$ cat config.mk
export PLATFORM = sky130hd
export DESIGN_NAME = rbc_cell
export DESIGN_NICKNAME = d
export VERILOG_FILES = /design/src/sv/rbc_pkg.sv /design/src/sv/rbc_cell.sv
export SDC_FILE = /design/constraint.sdc
export NUM_CORES = 1
export LEC_CHECK = 0
export ABC_CLOCK_PERIOD_IN_PS = 5600
export BUFFER_PORTS_ARGS = -buffer_cell sky130_fd_sc_hd__buf_4
export CAP_MARGIN = 0
export CORE_AREA = 2 2 94 96
export CTS_CLUSTER_SIZE = 28
export DETAILED_ROUTE_END_ITERATION = 6
export DIE_AREA = 0 0 96 98
export PLACE_DENSITY = 0.73
export RECOVER_POWER = 50
export SKIP_CTS_REPAIR_TIMING = 1
export SYNTH_ARGS = -nofsm -noshare
export SYNTH_HDL_FRONTEND = slang
export SYNTH_SLANG_ARGS = --single-unit
$ cat constraint.sdc
create_clock -name i_clk -period 5.6 [get_ports i_clk]
set_clock_uncertainty 0.2 [all_clocks]
set_input_delay 1.12 -clock i_clk [delete_from_list [all_inputs] [get_ports i_clk]]
set_output_delay 1.12 -clock i_clk [all_outputs]
set_load 0.02 [all_outputs]
$ cat src/sv/rbc_pkg.sv
// ----------------------------------------------------------------------------
// rbc_pkg
// Shared types for the counting rank block: cell control and the link that
// runs between neighboring cells.
// ----------------------------------------------------------------------------
package rbc_pkg;

    localparam int VALUE_W = 32;
    localparam int RANK_W  = 6;

    // One phase at a time; all zero means every cell holds.
    typedef struct packed {
        logic load;   // shift a new value in at cell 0
        logic rank;   // compare against the circulating value, rotate the ring
        logic emit;   // shift finished ranks toward the far end
    } t_ctrl;

    typedef struct packed {
        logic               vld;    // cell holds a stored value
        logic [VALUE_W-1:0] key;    // stored value, sign bit flipped
        logic               tvld;   // circulating value is valid
        logic [VALUE_W-1:0] trv;    // circulating value, sign bit flipped
        logic [RANK_W-1:0]  rank;   // count of smaller values seen so far
    } t_link;

endpackage

$ cat src/sv/rbc_cell.sv
// ----------------------------------------------------------------------------
// rbc_cell
// One cell of the ranking chain: holds one stored value, a circulating copy
// that travels around the ring, and a running count of smaller values.
// ----------------------------------------------------------------------------
module rbc_cell
    import rbc_pkg::*;
(
    input  logic  i_clk,
    input  logic  i_rst_n,
    input  t_ctrl i_ctrl,
    input  t_link i_link,
    output t_link o_link
);

    logic               r_vld;
    logic               r_tvld;
    logic [VALUE_W-1:0] r_key;
    logic [VALUE_W-1:0] r_trv;
    logic [RANK_W-1:0]  r_rank;

    logic               w_smaller;

    assign w_smaller = r_tvld && (r_trv < r_key);

    always_ff @(posedge i_clk) begin
        if (!i_rst_n) begin
            r_vld  <= 1'b0;
            r_tvld <= 1'b0;
        end else if (i_ctrl.load) begin
            r_vld  <= i_link.vld;
            r_tvld <= i_link.vld;
        end else if (i_ctrl.rank) begin
            r_tvld <= i_link.tvld;
        end else if (i_ctrl.emit) begin
            r_vld  <= i_link.vld;
            // drop the travelers so the next set starts clean
            r_tvld <= 1'b0;
        end
    end

    always_ff @(posedge i_clk) begin
        if (i_ctrl.load) begin
            r_key  <= i_link.key;
            r_trv  <= i_link.key;
            r_rank <= '0;
        end else if (i_ctrl.rank) begin
            r_trv <= i_link.trv;
            if (w_smaller) begin
                r_rank <= r_rank + RANK_W'(1);
            end
        end else if (i_ctrl.emit) begin
            r_rank <= i_link.rank;
        end
    end

    assign o_link.vld  = r_vld;
    assign o_link.key  = r_key;
    assign o_link.tvld = r_tvld;
    assign o_link.trv  = r_trv;
    assign o_link.rank = r_rank;

endmodule

==> impl_results.md <==
- Synth Warn #: 0
- CTS clock-pin slew for the worst setup and hold paths: 80 ps
- Post-Syn Nets: 379
- PortBufs: 148
- Row count: 34
- CP Launch Type: input pin
- Largest family of logic cells by synthesized area: adder cells
- Area grow syn2layout: 33.67%
- DR vias/cell: 4.961
- Worst vdd ir: 0.0001245 V
- Max-Cap Viols: 0
- Final Max Slew Viols: 0
- # diodes: 0
- Worst setup EP type: flip-flop
- # nets final: 530
- Synth Area in XOR/XNOR: 0.9689%
- Crit share post-route: 50.47%
- Grt ovf: 0
- Buf/Inv on CP: 1
- Worst skew pair latency: 340 ps
- Actual slew at the worst max-slew pin: 870.2 ps
- Setup crit end: r_trv[31]
- Ys flop type: edfxtp_1
- Post-synth ARST share: 0%
- # IOs: 149
- Leak Pwr: 2.100 nW
- Pwr Total: 1.330 mW
- FF-to-FF setup slack: 2980 ps
- Die area: 0.009408 mm^2
- Post-Route WL: 8.481 mm
- CTS tree: built
- R2r endpoint: r_rank[0]
- Hold WS: 282.5 ps
- Critical Path Start: i_ctrl[2]
- TNS Setup: 0 ps
- Worst path cell trace: buf_4, or2_2
- Status: finished clean
- Kind of critical path: input pin to flip-flop
- Synth Area in Simple Gates: 6.713%
- Starting Density: 42.71%
- Die width: 96 um
- Final setup viols: 0
- Filler instances: 764
- Die height: 98 um
- Worst Path Required: 5370 ps
- Vias in the first global route: 2,708
- Share of cells above drive strength 1: 38.73%
- Crit Path Max Fanout: 74
- Synth Area in Compound Gates: 8.858%
- Post-Synth Adder-Cell Area: 11.07%
- Largest net degree at the start of global routing: 75
- Avg Inst Size Synth: 13.39 um^2
- Placeable Area: 0.008466 mm^2
- Hpwl dp: 6.541 mm
- F_max: 353.8 MHz
- Post-placement cell area: 0.004825 mm^2
- Fin crit period: 2826 ps
- Pwr Density: 275.3 mW/mm^2
- Drt wl/cell: 15.88 um
- Worst slew margin: 41.99%
- CTS Buf Count: 9
- Synth Instances: 270
- Final Cell Area: 0.004833 mm^2
- Initial antenna violation count: 0
- Register bit total from synthesis: 72
- Clock Tree Root: clkbuf_8
- Htree depth: 3
- Drc violations: 0
- Pre-antenna DRT Iters: 4
- Worst path slowest cell: or2_2
- Slowest cell delay on critical path: 770 ps
- Max Buffers Root-to-Sink: 2
- Global-route usage over all layers: 18.47%
- DRT iter0 DRCs: 100
- First-pass GRT wire length: 13.07 mm
- Reg2reg start: r_trv[13]
- Arrival @ worst endpoint: 2600 ps
- Final Hold Fails: 0
- Placer Congestion: 0.8057
- Register area share after synthesis: 57.58%
- Unique cell type count in the Yosys netlist: 39
- Number of synthesized flops with an enable pin: 64
- R2r worst-path depth: 7
- Final ANT Viol Nets: 0
- Mapped cell area: 0.003616 mm^2
- Crit path max-delay family: simple AND/OR/NAND/NOR gates
- Vias: 2,649
- WP depth: 2
- Clock tree sinks: 72
- RSZ-0062 raised after global routing: no
- Hold Crit Depth: 2
- Post-synthesis mux area share: 10.24%
- Hold WC Path Type: flip-flop to flip-flop
## cell type report
class	count	area (um^2)	area share, %
Clock buffer	9	123.9	2.563
Clock inverter	7	38.79	0.8025
Inverter	34	127.6	2.640
Multi-Input combinational cell	156	1369	28.32
Sequential cell	72	2082	43.08
Tap cell	108	135.1	2.796
Timing Repair Buffer	148	957.2	19.80
## power by group
part	switching [mW]	total (mW)	leakage [nW]	internal, mW
clock network	0.189	0.344	0.0822	0.156
logic	0.174	0.311	1.31	0.137
registers	0.0327	0.675	0.705	0.642
total	0.396	1.33	2.10	0.935
## placed cells by master, fill, tap and decap left out, types with 4 or more instances in the layout
master,n
buf_4,77
edfxtp_1,64
clkbuf_1,41
inv_1,34
mux2_2,32
ha_1,32
clkbuf_4,30
nand2_1,14
a21oi_1,13
o21ai_0,10
clkbuf_8,9
dfxtp_1,8
nor2_1,5
nand3_1,5
or3_1,4
nand4_1,4
clkinv_2,4
## sequential cells by signal, indices dropped and copies added (netlist names)
register,count
r_rank,6
r_trv,32
r_vld,1
r_tvld,1
r_key,32
## worst min path at each step
stage | slack [ps] | end | start
after floorplan | 240 | r_vld | r_vld
after global placement | 260 | r_vld | r_vld
after detailed placement | 270 | r_vld | r_vld
after CTS | 280 | r_vld | r_vld
after global routing | 320 | r_vld | r_vld
final | 280 | r_vld | r_vld
## per-layer routing
metal	global-route usage (%)	vias up	wire, um
li1	-	1300	-
met1	22.92	1251	3557
met2	30.72	88	4330
met3	3.781	10	439
met4	8.132	0	154
met5	0	-	0
## cells in the mapped netlist (2+ instances only)
cell type  instances  area share [%]
edfxtp_1          64              53
inv_1             34             3.5
ha_1              32              11
mux2_2            32              10
nand2_1           14             1.5
a21oi_1           13             1.8
o21ai_0           10             1.4
dfxtp_1            8             4.4
nand3_1            5            0.69
nor2_1             5            0.52
nand4_1            4            0.69
or3_1              4            0.69
a21o_1             3            0.62
a31o_2             3            0.73
buf_1              3            0.31
clkbuf_1           3            0.31
nor2b_1            3            0.52
nor3_1             3            0.42
xor2_1             3            0.73
a211oi_1           2            0.42
buf_4              2            0.42
nor4_1             2            0.35
o311ai_0           2            0.48
## logic make-up (layout without fill, tap and decap cells)
group | Yosys count | after routing
XOR/XNOR | 4 | 4
buffers and inverters | 42 | 198
adder cells (fa/ha/maj) | 32 | 32
AO/OA/AOI/OAI | 42 | 42
multiplexers | 33 | 33
flip-flops | 72 | 72
AND/OR/NAND/NOR | 45 | 45
## stage by stage
stage	cells	utilization (%)	setup WS, ps
after CTS	534	58.91	2736
after global routing	534	57.09	2649
after global placement	518	56.99	2421
after floorplan	270	-	2866
after detailed placement	518	56.99	2361
final	534	57.09	2774
Power figures use the tool's default switching activity.
